==> config.mk <==
export PLATFORM = sky130hd
export DESIGN_NAME = index_v2_stream_parser_top
export DESIGN_NICKNAME = d
export VERILOG_FILES = /design/src/rtl/idx2sp_pkg.sv /design/src/rtl/index_v2_stream_parser_top.sv
export VERILOG_INCLUDE_DIRS = /design/src /design/src/rtl
export SDC_FILE = /design/constraint.sdc
export NUM_CORES = 1
export LEC_CHECK = 0
export ABC_AREA = 1
export ABC_CLOCK_PERIOD_IN_PS = 5040
export BUFFER_PORTS_ARGS = -buffer_cell sky130_fd_sc_hd__buf_2
export CORE_MARGIN = 2
export CORE_UTILIZATION = 35
export DETAILED_ROUTE_END_ITERATION = 8
export GPL_TIMING_DRIVEN = 0
export PLACE_DENSITY = 0.51
export SYNTH_ARGS = -nofsm -noshare
export SYNTH_HDL_FRONTEND = slang
export SYNTH_SLANG_ARGS = --single-unit
==> constraint.sdc <==
create_clock -name clk -period 5.04 [get_ports clk]
set_clock_uncertainty 0.2 [all_clocks]
set_input_delay 0.252 -clock clk [delete_from_list [all_inputs] [get_ports clk]]
set_output_delay 0.252 -clock clk [all_outputs]
set_load 0.05 [all_outputs]
==> src/rtl/assert_macros.svh <==
// Assertion macros for the RTL of the index stream parser.
`ifndef ASSERT_MACROS_SVH
`define ASSERT_MACROS_SVH

// Checks a property on every rising clock edge outside reset.
`define ASSERT_CLK(lbl, prop) \
	lbl: assert property (@(posedge clk) disable iff (!arst_n) prop) \
		else $error("assertion failed");

// Checks that a condition never holds on a rising clock edge outside reset.
`define ASSERT_NEVER(lbl, cond) \
	lbl: assert property (@(posedge clk) disable iff (!arst_n) !(cond)) \
		else $error("forbidden condition seen");

`endif

==> src/rtl/idx2sp_pkg.sv <==
// Package with the types and constants of the index stream parser.
`timescale 1ns / 1ps
`default_nettype none

package idx2sp_pkg;

	// Parser phases.
	typedef enum logic [2:0] {
		PH_HEADER,
		PH_FIXED,
		PH_PATH,
		PH_PAD,
		PH_DONE,
		PH_ERROR
	} phase_t;

	// Result kinds.
	localparam logic [3:0] KIND_COUNT      = 4'd0;
	localparam logic [3:0] KIND_META_FIRST = 4'd1;
	localparam logic [3:0] KIND_ID         = 4'd11;
	localparam logic [3:0] KIND_FLAGS      = 4'd12;
	localparam logic [3:0] KIND_PATH       = 4'd13;
	localparam logic [3:0] KIND_ENTRY_END  = 4'd14;
	localparam logic [3:0] KIND_STATUS     = 4'd15;

	// Status codes.
	localparam logic [2:0] ST_NONE   = 3'd0;
	localparam logic [2:0] ST_OK     = 3'd1;
	localparam logic [2:0] ST_SHORT  = 3'd2;
	localparam logic [2:0] ST_BADSIG = 3'd3;
	localparam logic [2:0] ST_BADVER = 3'd4;
	localparam logic [2:0] ST_TRUNC  = 3'd5;

	// Header and entry layout.
	localparam logic [7:0] SIG_BYTES [4] = '{8'h44, 8'h49, 8'h52, 8'h43};
	localparam logic [7:0] VERSION_LOW     = 8'd2;
	localparam logic [5:0] SIG_END_POS     = 6'd4;
	localparam logic [5:0] VER_END_POS     = 6'd8;
	localparam logic [5:0] VER_LOW_POS     = 6'd7;
	localparam logic [5:0] HDR_LAST_POS    = 6'd11;
	localparam logic [5:0] META_END_POS    = 6'd40;
	localparam logic [5:0] ID_END_POS      = 6'd60;
	localparam logic [2:0] ALIGN_AFTER_FIX = 3'd6;

	// Depth of the result queue.
	localparam int QDEPTH = 4;

	// One result item.
	typedef struct packed {
		logic [3:0]  kind;
		logic [31:0] value;
		logic [2:0]  status;
		logic        last;
	} result_t;

	function automatic result_t mk_result(logic [3:0] kind, logic [31:0] value,
			logic [2:0] status);
		result_t r;
		r.kind   = kind;
		r.value  = value;
		r.status = status;
		r.last   = 1'b0;
		return r;
	endfunction

endpackage

`default_nettype wire

==> src/rtl/index_v2_stream_parser_top.sv <==
// Version-2 directory index parser: one file byte in, field results out.
// A byte accepted on the input is registered in the input stage; its results enter
// the output queue when that stage advances, and the queue head is offered.
// Throughput: one byte per cycle while the queue has room; the output side drains one
// result per cycle, so a byte that causes two results is drained as two items, and the
// input stalls while the four-entry result queue holds more than two results.
// Reset clears the parser state, the input stage and the result queue.
`timescale 1ns / 1ps
`default_nettype none

`include "assert_macros.svh"

module index_v2_stream_parser_top
	import idx2sp_pkg::*;
(
	input  wire logic        clk,
	input  wire logic        arst_n,
	input  wire logic        s_tvalid,
	output logic             s_tready,
	input  wire logic [7:0]  s_tdata,   // [7:0] data_byte
	input  wire logic        s_tlast,   // end_of_stream
	output logic             m_tvalid,
	input  wire logic        m_tready,
	output logic [39:0]      m_tdata,   // [31:0] value, [34:32] status, zero fill
	output logic [3:0]       m_tuser,   // [3:0] kind
	output logic             m_tlast    // last_of_run
);

	localparam int CW = $clog2(QDEPTH + 1);

	// Input stage.
	logic       valid_s1;
	logic [7:0] byte_s1;
	logic       eos_s1;

	// Parser state.
	phase_t      phase_q;
	logic [5:0]  pos_q;
	logic [31:0] shift_q;
	logic [30:0] left_q;
	logic [2:0]  align_q;
	logic [2:0]  err_q;

	// Result queue.
	result_t       q_q [QDEPTH];
	result_t       q_d [QDEPTH];
	logic [CW-1:0] cnt_q;
	logic [CW-1:0] base;

	// Next state and results of the registered byte.
	phase_t      n_phase;
	logic [5:0]  n_pos;
	logic [31:0] n_shift;
	logic [30:0] n_left;
	logic [2:0]  n_align;
	logic [2:0]  n_err;
	logic [31:0] shifted;
	logic [2:0]  a_inc;
	logic [2:0]  st;
	logic [7:0]  want;
	result_t     res [2];
	logic [1:0]  nres;

	logic pop;
	logic advance;

	assign pop      = m_tvalid && m_tready;
	assign advance  = valid_s1 && (cnt_q <= CW'(QDEPTH - 2));
	assign s_tready = !valid_s1 || advance;

	// Input register.
	always_ff @(posedge clk or negedge arst_n) begin
		if (!arst_n) begin
			valid_s1 <= 1'b0;
		end else if (s_tready) begin
			valid_s1 <= s_tvalid;
		end
	end

	always_ff @(posedge clk) begin
		if (s_tvalid && s_tready) begin
			byte_s1 <= s_tdata;
			eos_s1  <= s_tlast;
		end
	end

	// Parser step for the registered byte.
	always_comb begin
		n_phase = phase_q;
		n_pos   = pos_q;
		n_shift = shift_q;
		n_left  = left_q;
		n_align = align_q;
		n_err   = err_q;
		nres    = 2'd0;
		res[0]  = '0;
		res[1]  = '0;
		st      = ST_NONE;
		want    = 8'd0;
		shifted = {shift_q[23:0], byte_s1};
		a_inc   = align_q + 3'd1;

		unique case (phase_q)
			PH_HEADER: begin
				n_shift = shifted;
				if (pos_q < SIG_END_POS) begin
					if (byte_s1 != SIG_BYTES[pos_q[1:0]] && err_q == ST_NONE) begin
						n_err = ST_BADSIG;
					end
				end else if (pos_q < VER_END_POS) begin
					want = (pos_q == VER_LOW_POS) ? VERSION_LOW : 8'd0;
					if (byte_s1 != want && err_q == ST_NONE) begin
						n_err = ST_BADVER;
					end
				end
				if (pos_q >= HDR_LAST_POS) begin
					n_pos = 6'd0;
					if (n_err != ST_NONE) begin
						n_phase = PH_ERROR;
					end else begin
						res[0]  = mk_result(KIND_COUNT, shifted, ST_NONE);
						nres    = 2'd1;
						n_left  = shifted[31] ? 31'd0 : shifted[30:0];
						n_phase = (n_left != 31'd0) ? PH_FIXED : PH_DONE;
					end
				end else begin
					n_pos = pos_q + 6'd1;
				end
			end
			PH_FIXED: begin
				n_shift = shifted;
				if (pos_q < META_END_POS) begin
					if (pos_q[1:0] == 2'd3) begin
						res[0] = mk_result(KIND_META_FIRST + pos_q[5:2], shifted,
							ST_NONE);
						nres   = 2'd1;
					end
					n_pos = pos_q + 6'd1;
				end else if (pos_q < ID_END_POS) begin
					res[0] = mk_result(KIND_ID, {24'd0, byte_s1}, ST_NONE);
					nres   = 2'd1;
					n_pos  = pos_q + 6'd1;
				end else if (pos_q == ID_END_POS) begin
					n_pos = pos_q + 6'd1;
				end else begin
					res[0]  = mk_result(KIND_FLAGS, {16'd0, shifted[15:0]}, ST_NONE);
					nres    = 2'd1;
					n_phase = PH_PATH;
					n_align = ALIGN_AFTER_FIX;
					n_pos   = 6'd0;
				end
			end
			PH_PATH, PH_PAD: begin
				n_align = a_inc;
				if (phase_q == PH_PATH && byte_s1 != 8'd0) begin
					res[0] = mk_result(KIND_PATH, {24'd0, byte_s1}, ST_NONE);
					nres   = 2'd1;
				end else if (a_inc == 3'd0) begin
					// Entry is padded to a multiple of eight bytes: close it.
					res[0]  = mk_result(KIND_ENTRY_END, 32'd0, ST_NONE);
					nres    = 2'd1;
					n_left  = left_q - 31'd1;
					n_phase = (n_left != 31'd0) ? PH_FIXED : PH_DONE;
					n_pos   = 6'd0;
				end else begin
					n_phase = PH_PAD;
				end
			end
			default: begin
			end
		endcase

		// End of stream: report status and return to the reset state.
		if (eos_s1) begin
			if (n_phase == PH_ERROR) begin
				st = n_err;
			end else if (n_phase == PH_HEADER) begin
				st = ST_SHORT;
			end else if (n_phase == PH_DONE) begin
				st = ST_OK;
			end else if (n_phase == PH_PAD && n_left == 31'd1) begin
				res[nres[0]] = mk_result(KIND_ENTRY_END, 32'd0, ST_NONE);
				nres         = nres + 2'd1;
				st           = ST_OK;
			end else begin
				st = ST_TRUNC;
			end
			res[nres[0]] = mk_result(KIND_STATUS, 32'd0, st);
			nres         = nres + 2'd1;
			n_phase      = PH_HEADER;
			n_pos        = 6'd0;
			n_shift      = 32'd0;
			n_left       = 31'd0;
			n_align      = 3'd0;
			n_err        = ST_NONE;
		end

		// Mark the final result of this byte.
		if (nres == 2'd1) begin
			res[0].last = 1'b1;
		end else if (nres == 2'd2) begin
			res[1].last = 1'b1;
		end
	end

	// Parser state registers.
	always_ff @(posedge clk or negedge arst_n) begin
		if (!arst_n) begin
			phase_q <= PH_HEADER;
			pos_q   <= 6'd0;
			shift_q <= 32'd0;
			left_q  <= 31'd0;
			align_q <= 3'd0;
			err_q   <= ST_NONE;
		end else if (advance) begin
			phase_q <= n_phase;
			pos_q   <= n_pos;
			shift_q <= n_shift;
			left_q  <= n_left;
			align_q <= n_align;
			err_q   <= n_err;
		end
	end

	// Result queue: shifts down on a pop, takes up to two results behind the rest.
	assign base = cnt_q - CW'(pop);

	always_comb begin
		for (int i = 0; i < QDEPTH; i++) begin
			q_d[i] = (pop && i < QDEPTH - 1) ? q_q[i + 1] : q_q[i];
			if (advance && nres != 2'd0 && base == CW'(i)) begin
				q_d[i] = res[0];
			end
			if (advance && nres == 2'd2 && base + CW'(1) == CW'(i)) begin
				q_d[i] = res[1];
			end
		end
	end

	always_ff @(posedge clk) begin
		for (int i = 0; i < QDEPTH; i++) begin
			q_q[i] <= q_d[i];
		end
	end

	always_ff @(posedge clk or negedge arst_n) begin
		if (!arst_n) begin
			cnt_q <= '0;
		end else begin
			cnt_q <= cnt_q - CW'(pop) + (advance ? CW'(nres) : CW'(0));
		end
	end

	// Output port.
	assign m_tvalid = (cnt_q != '0);
	assign m_tdata  = {5'd0, q_q[0].status, q_q[0].value};
	assign m_tuser  = q_q[0].kind;
	assign m_tlast  = q_q[0].last;

	// Checks.
	`ASSERT_NEVER(a_queue_overflow, cnt_q > CW'(QDEPTH))
	`ASSERT_CLK(a_status_is_last, (m_tvalid && m_tuser == KIND_STATUS) |-> m_tlast)
	`ASSERT_CLK(a_status_only_with_kind,
		(m_tvalid && m_tuser != KIND_STATUS) |-> (m_tdata[34:32] == ST_NONE))
	`ASSERT_CLK(a_eos_restarts, (advance && eos_s1) |=> (phase_q == PH_HEADER && err_q == ST_NONE))
	`ASSERT_CLK(a_stall_holds, (valid_s1 && !advance) |=> (valid_s1 && $stable(byte_s1)))

endmodule

`default_nettype wire
# After elaboration in Yosys (flattened, before gate mapping)
# Memories as Yosys holds them, arrays and structs flattened.
# Index checks and enable logic that the tools add are counted.
dict set report word_totals {
  out_inout_bits 47
  memories 1
  romBits 0
  latchBits 0
  inputBits 13
  ram_bits 160
  register_bits 83
  elab_cells 202
}
# memory words word_bits rd rd_ports_with_merged_regs wr line_no
set memory_table {}
lappend memory_table {q_q 4 40 4 0 4 index_v2_stream_parser_top.sv:45} ;# result_t q_q [QDEPTH];
dict set report classes {
  div 0
  multipliers 0
  eq_ne 25
  shifts 0
  order_cmp 11
  add_sub_neg 9
  mux 99
  n_reduce_logical 41
  bitwise_logic 6
}
# cell n
set ops {}
lappend ops {{40-bit 2-to-1 mux} 19}
lappend ops {{80-bit 2-to-1 mux} 6}
lappend ops {{31-bit 2-to-1 mux} 6}
lappend ops {{40-bit one-hot mux with 3 select lines} 1}
lappend ops {{80-bit bitwise mux} 1}
lappend ops {{40-bit demux with 1-bit select} 2}
lappend ops {{3-bit 2-to-1 mux} 26}
lappend ops {{74-bit bitwise AND} 1}
lappend ops {{74-bit inverter} 1}
lappend ops {{36-bit 2-to-1 mux} 2}
lappend ops {{31-bit one-hot mux with 2 select lines} 1}
lappend ops {{31-bit nonzero test} 2}
lappend ops {{24-bit 2-to-1 mux} 2}
lappend ops {{6-bit 2-to-1 mux} 7}
lappend ops {{31-bit by 1-bit equality test with 1-bit output (second input constant)} 1}
lappend ops {{31-bit by 1-bit subtractor with 31-bit output (second input constant)} 1}
lappend ops {{3-bit by 2-bit equality test with 1-bit output (second input constant)} 7}
lappend ops {{1-bit logical AND} 19}
lappend ops {{3-bit logical NOT} 6}
lappend ops {{2-bit 2-to-1 mux} 9}
lappend ops {{6-bit one-hot mux with 3 select lines} 1}
lappend ops {{8-bit binary-select mux with 2-bit select} 1}
lappend ops {{8-bit 2-to-1 mux} 2}
lappend ops {{3-bit != test (second input constant)} 5}
lappend ops {{other kinds (39)} 62}

# Logic depth before layout (Yosys ltp)
# Gate-level depths: netlist (run 1).
dict set report depth {
  ltp_word 30
  ltp_mapped 34
}

# Worst setup path before layout (run 1)
# Ideal clock, no wire load.
dict set report synth_timing {
  path_kind {register -> register}
  from {reg, netlist name pos_q[0]}
  to {mem q_q[1][0] in the netlist's numbering (enable)}
  path_stages_with_launch 31
  path_slack_ps -505
  path_buffers 2
  arrival_time_ps 4711
  required_ps 4206
  path_cell_list {dfrtp_1 -> inv_1 -> ha_1 -> inv_1 -> o21ai_0 -> nor2_1 -> nand3_1 -> nand2_1 -> nand3_1 -> clkbuf_1 -> nand2_1 -> nand3_1 -> nand3b_1 -> nand2_1 -> nor2_1 -> nand2_1 -> nor2_1 -> nand3_1 -> inv_1 -> ha_1 -> nand3_2 -> nand2_1 -> clkinv_1 -> ha_1 -> nand2_1 -> nor2_1 -> inv_1 -> nor2_8 -> nand3b_4 -> buf_2 -> nand3_1}
}
# element line_no
set synth_rtl {}
lappend synth_rtl {{to (decl)} index_v2_stream_parser_top.sv:45}

==> results of run 1 <==
==> per-stage QoR <==
step           setup TNS [ns]  cells  hold slack [ns]  worst slack (ns)
2_1_floorplan          -1.439   1865          -0.2436          -0.01913
3_3_place_gp          -410.62   2451           0.2286            -1.723
3_5_place_dp          -424.77   2452         -0.02799            -1.783
4_1_cts                     0   2561         0.004411           0.03240
5_1_grt                -3.627   2593          0.05116          -0.05724
6_report                    0   2593         0.009812            0.1482
==> what timing repair did <==
| action | in CTS | in global routing |
|---|---|---|
| endpoints found under the setup margin | 321 | 312 |
| cloned | 18 | 4 |
| hold endpoints to repair | 84 | 0 |
| setup buffers | 23 | 28 |
| resized for setup | 110 | 109 |
| pin swaps | 16 | 38 |
| hold buffers | 12 | 0 |
==> cells by family (layout without fill, tap and decap cells) <==
group,after synthesis,in the layout,synth area share
AND/OR/NAND/NOR,1021,1040,0.3122
AO/OA/AOI/OAI,257,257,0.1014
buffers and inverters,315,492,0.09082
flip-flops,243,243,0.4748
adder cells (fa/ha/maj),20,20,0.01767
XOR/XNOR,4,4,0.002917
other,1,5,0.0002570
==> worst register-to-register path: cells and delay by family (launching register included) <==
kind	cells	cell delay, ns
AND/OR/NAND/NOR	23	2.59
adder cells (fa/ha/maj)	3	0.72
buffers and inverters	6	0.69
flip-flops	1	0.42
==> Yosys cell counts (all sizes together), types with 2 or more instances <==
cell / n
a21oi: 112
buf: 55
clkbuf: 28
clkinv: 2
dfrtp: 74
edfxtp: 169
ha: 19
inv: 230
nand2: 534
nand3: 203
nand3b: 3
nand4: 27
nor2: 231
nor3: 20
o211ai: 11
o21ai: 73
o22ai: 51
o31ai: 2
xnor2: 2
xor2: 2
==> where the power goes <==
group | total [mW] | internal, mW | switching (mW)
Combinational | 3.53 | 0.941 | 2.59
Clock | 2.10 | 1.19 | 0.907
Sequential | 2.96 | 2.75 | 0.202
==> area by class of cell <==
class,instances,area [sq um],area share
Sequential cell,243,6933,0.3826
Clock inverter,21,171.4,0.009460
Tap cell,532,665.6,0.03674
Buffer,83,571.8,0.03156
Clock buffer,35,769.5,0.04247
Multi-Input combinational cell,1326,7158,0.3950
Inverter,232,903.4,0.04985
Timing Repair Buffer,121,947.2,0.05227
==> how the worst max path moves through the flow <==
stage / slack [ns] / to / cells after the start / start
detailed placement: -1.78 / q_q[1][20] / 26 / err_q[0]
CTS: 0.03 / q_q[0][34] / 30 / pos_q[0]
global route: -0.06 / q_q[0][33] / 30 / pos_q[1]
global placement: -1.72 / q_q[1][20] / 26 / err_q[0]
floorplan: -0.02 / q_q[1][0] / 30 / pos_q[0]
finish: 0.15 / q_q[2][23] / 32 / left_q[1]
==> state kept, by name, summed over array words and instances, names as in the netlist <==
register and count:
align_q 3, q_q 160, byte_s1 8, shift_q 24, phase_q 3, pos_q 6, cnt_q 3, valid_s1 1
err_q 3, left_q 31, eos_s1 1
==> per-layer routing <==
layer,part of all wire,GRT usage,up-vias,wire (microns)
met3,0.058,0.02732,99,3041
met5,0,0,-,0
li1,-,-,6526,-
met4,0.029,0.06847,0,1511
met1,0.42,0.3130,6388,22110
met2,0.49,0.4116,451,25590
==> results.txt, run 1 <==
status = completed
DR vias = 13460
critical path's top delay family = simple AND/OR/NAND/NOR gates
final instance area = 18120 sq um
post-route ant nets = 0
share of the synthesized area in the top cell type = 0.3479
CTS tree = yes
Setup crit end kind = flop
ys async rst share = 0.3045
crit path time final = 4.892 ns
WL per Instance = 20.15 microns
GPL Wtd Cong = 0.9930
Reg2Reg Setup Slack = 0.15 ns
type of the worst setup path = reg -> reg
grt total ovfl = 0
clk slew on worst S/H paths = 0.06 ns
Die Y = 208.2 microns
GRT Total Usage = 0.2375
Max Slew Vio Count = 0
Worst Tran Pin Value = 1.211 ns
Post-Syn Area per Cell = 7.839 sq um
CP Max Fanout = 14
CTS Buf Count = 30
r2r startpoint = left_q[1]
Rel. slew slack = 0.1897
placed cell area = 15600 sq um
P per Cell Area = 474.0 nW/um^2
Buffers & Inverters on Critical Path = 6
slowest stage delay, CP = 0.42 ns
YS warnings = 0
drt drc = 0
Synth area leader = edfxtp_1
mean number of vias per cell = 5.192
n_diodes = 0
sequential area share after synthesis = 0.4748
Sink Count = 243
Ports = 60
max cap viols = 0
global-route wire length before repair = 78170 microns
largest net degree at the start of global routing = 57
H-tree Lvls = 1
Tot Pwr = 8.589 mW
Cells after Synth = 1861
core area = 41020 sq um
Leakage Power = 8.371 nW
maximum VDD drop = 0.0003173 V
worst r2r path cells = 32
required time worst endpoint = 5.15 ns
synthesis-stage register bit count = 243
max frequency = 204.4 MHz
HP Class = in -> async
crit share post-route = 0.9706
share of cells above drive strength 1 = 0.2115
Bufs on Longest Clock Path = 3
Die X = 208.2 microns
# rows = 74
fillers = 4108
clk_lat worst skew = 0.59 ns
initial antenna violation count = 0
Yosys cell types = 52
Final setup viols = 0
Final Hold Viols = 0
synthesized area = 14590 sq um
Clk Tree Root Cell = clkbuf_16
Area Growth Syn to Fin = 24.20%
Routed WL = 52250 microns
most used cell, CP = nand2_2
port buffer count = 54
vias in the first global route = 12730
Starting Density = 0.3557
die footprint = 43330 sq um
final core occ = 0.4418
HPWL after DPL = 37010 microns
WP data arrival = 5.00 ns
commonest cells after routing, fill and taps aside = 485 x nand2_1, 202 x inv_1, 185 x nor2_1
worst r2r dst = q_q[2][23]
drt first pass iters = 5
DR iter-0 viols = 1158
commonest non-fill, non-tap cell in the layout = nand2_1
top cells by area, synth = edfxtp_1 35%, nand2_1 13%, dfrtp_1 13%
slowest stage cell, crit path = dfrtp_1
crit start category = flop
number of synthesized flops with an enable pin = 169
Top FF cell, synth = edfxtp_1
final net count = 2070
No activity file was read; power rests on OpenSTA's default activity.
==> inputs of run 2 (changes only) <==
CORE_UTILIZATION = 42   (was 35)
PLACE_DENSITY = 0.59   (was 0.51)
==> run 2 against run 1 <==
Hold slack better by 0.0015 ns; final cell count down 3.4%; global-route usage up 3.8 points; largest cell class unchanged.
==> results.txt, run 2 (synthesis gave the netlist of run 1 again) <==
status = completed
Largest register FFs = 160
Die X = 190.4 microns
grt total ovfl = 0
WP data arrival = 4.96 ns
Setup crit end kind = flop
die footprint = 36240 sq um
commonest non-fill, non-tap cell in the layout = nand2_1
H-tree Lvls = 1
Max Slew Vio Count = 0
worst r2r path cells = 29
mean number of vias per cell = 5.460
worst r2r dst = q_q[2][35]
Clk Tree Root Cell = clkbuf_16
port buffer count = 54
Final Hold Viols = 0
Starting Density = 0.4244
GPL Wtd Cong = 0.9482
DR iter-0 viols = 1292
setup tns final = 0 ns
drt drc = 0
initial antenna violation count = 0
WL per Instance = 19.94 microns
DR vias = 13680
max frequency = 205.4 MHz
r2r startpoint = pos_q[0]
type of the worst setup path = reg -> reg
post-route ant nets = 0
Buffers & Inverters on Critical Path = 7
commonest cells after routing, fill and taps aside = 494 x nand2_1, 206 x inv_1, 185 x nor2_1
Bufs on Longest Clock Path = 3
critical path's top delay family = simple AND/OR/NAND/NOR gates
Biggest register = q_q
max cap viols = 0
drt first pass iters = 7
Final setup viols = 0
GRT Total Usage = 0.2759
crit path time final = 4.867 ns
global-route wire length before repair = 75670 microns
maximum VDD drop = 0.0003541 V
Rel. slew slack = 0.2594
slowest stage cell, crit path = dfrtp_1
clk slew on worst S/H paths = 0.06 ns
HP Class = in -> async
final net count = 2061
Leakage Power = 8.267 nW
largest net degree at the start of global routing = 61
core area = 34370 sq um
Routed WL = 49960 microns
crit start category = flop
crit share post-route = 0.9658
Ports = 60
HPWL after DPL = 35860 microns
slowest stage delay, CP = 0.42 ns
share of cells above drive strength 1 = 0.2004
n_diodes = 0
CTS Buf Count = 29
P per Cell Area = 477.3 nW/um^2
Reg2Reg Setup Slack = 0.17 ns
Tot Pwr = 8.493 mW
Worst Tran Pin Value = 1.107 ns
Die Y = 190.4 microns
# rows = 68
vias in the first global route = 12980
clk_lat worst skew = 0.58 ns
Sink Count = 243
Area Growth Syn to Fin = 21.97%
Largest regs = q_q: 160 flops, left_q: 31 flops, shift_q: 24 flops
required time worst endpoint = 5.14 ns
CP Max Fanout = 15
final hold slack = 0.01131 ns
CTS tree = yes
==> run 2: repair_timing <==
item                       CTS  global route
buffers inserted            19            28
hold buffers                12             0
gates resized for setup     96           102
gates cloned                16             2
setup endpoints to repair  321           319
pin swaps                   17            31
hold endpoints to repair    84             0
==> run 2: layout make-up <==
type	instances	area, sq um
sequential	243	6938
timing repair buffer	114	798.3
buffer	83	578.1
multi-input combinational	1325	7063
fill	3345	16580
inverter	232	898.4
tap	455	569.3
clock buffer	44	812.0
clock inverter	10	137.6
==> run 2: worst max path at each step <==
stage | startpoint | to | slack [ns] | cells after the start
after floorplan | pos_q[0] | q_q[1][0] | -0.02 | 30
after global placement | left_q[0] | q_q[1][20] | -1.60 | 27
after detailed placement | left_q[0] | q_q[1][18] | -1.67 | 29
after CTS | pos_q[0] | q_q[0][12] | 0.002 | 32
after global routing | pos_q[0] | q_q[2][35] | -0.07 | 31
final | pos_q[0] | q_q[2][35] | 0.17 | 29
==> run 2: through the flow <==
stage / cells / util / cell area, sq um / setup slack [ns]
detailed placement: 2375 / 0.4510 / 15500 / -1.670
CTS: 2476 / 0.5005 / 17200 / 0.002153
global placement: 2374 / 0.4502 / 15470 / -1.599
finish: 2506 / 0.5177 / 17790 / 0.1726
floorplan: 1865 / - / 14630 / -0.01913
global route: 2506 / 0.5177 / 17790 / -0.06579
==> run 2: worst register-to-register path, delay by kind of cell (launching register included) <==
family                     cells  cell delay (ns)
and+or+nand+nor               18             2.34
DFF                            1             0.42
buffers and inverters          7             1.01
AOI/OAI and AO/OA              1             0.09
adders and majority gates      3             0.56
==> run 2: metal layers <==
| metal | vias up | routed length (microns) | GRT usage |
|---|---|---|---|
| met1 | 6432 | 20890 | 0.3702 |
| met2 | 612 | 23650 | 0.4659 |
| met4 | 0 | 1712 | 0.08527 |
| met3 | 112 | 3709 | 0.03423 |
| li1 | 6526 | - | - |
| met5 | - | 0 | 0 |
==> run 2: power by group <==
part           leakage, nW  internal [mW]  switching (mW)  total (mW)
Combinational         5.19          0.907            2.50        3.40
Sequential            2.62           2.76           0.204        2.96
Clock                0.464           1.26           0.865        2.13
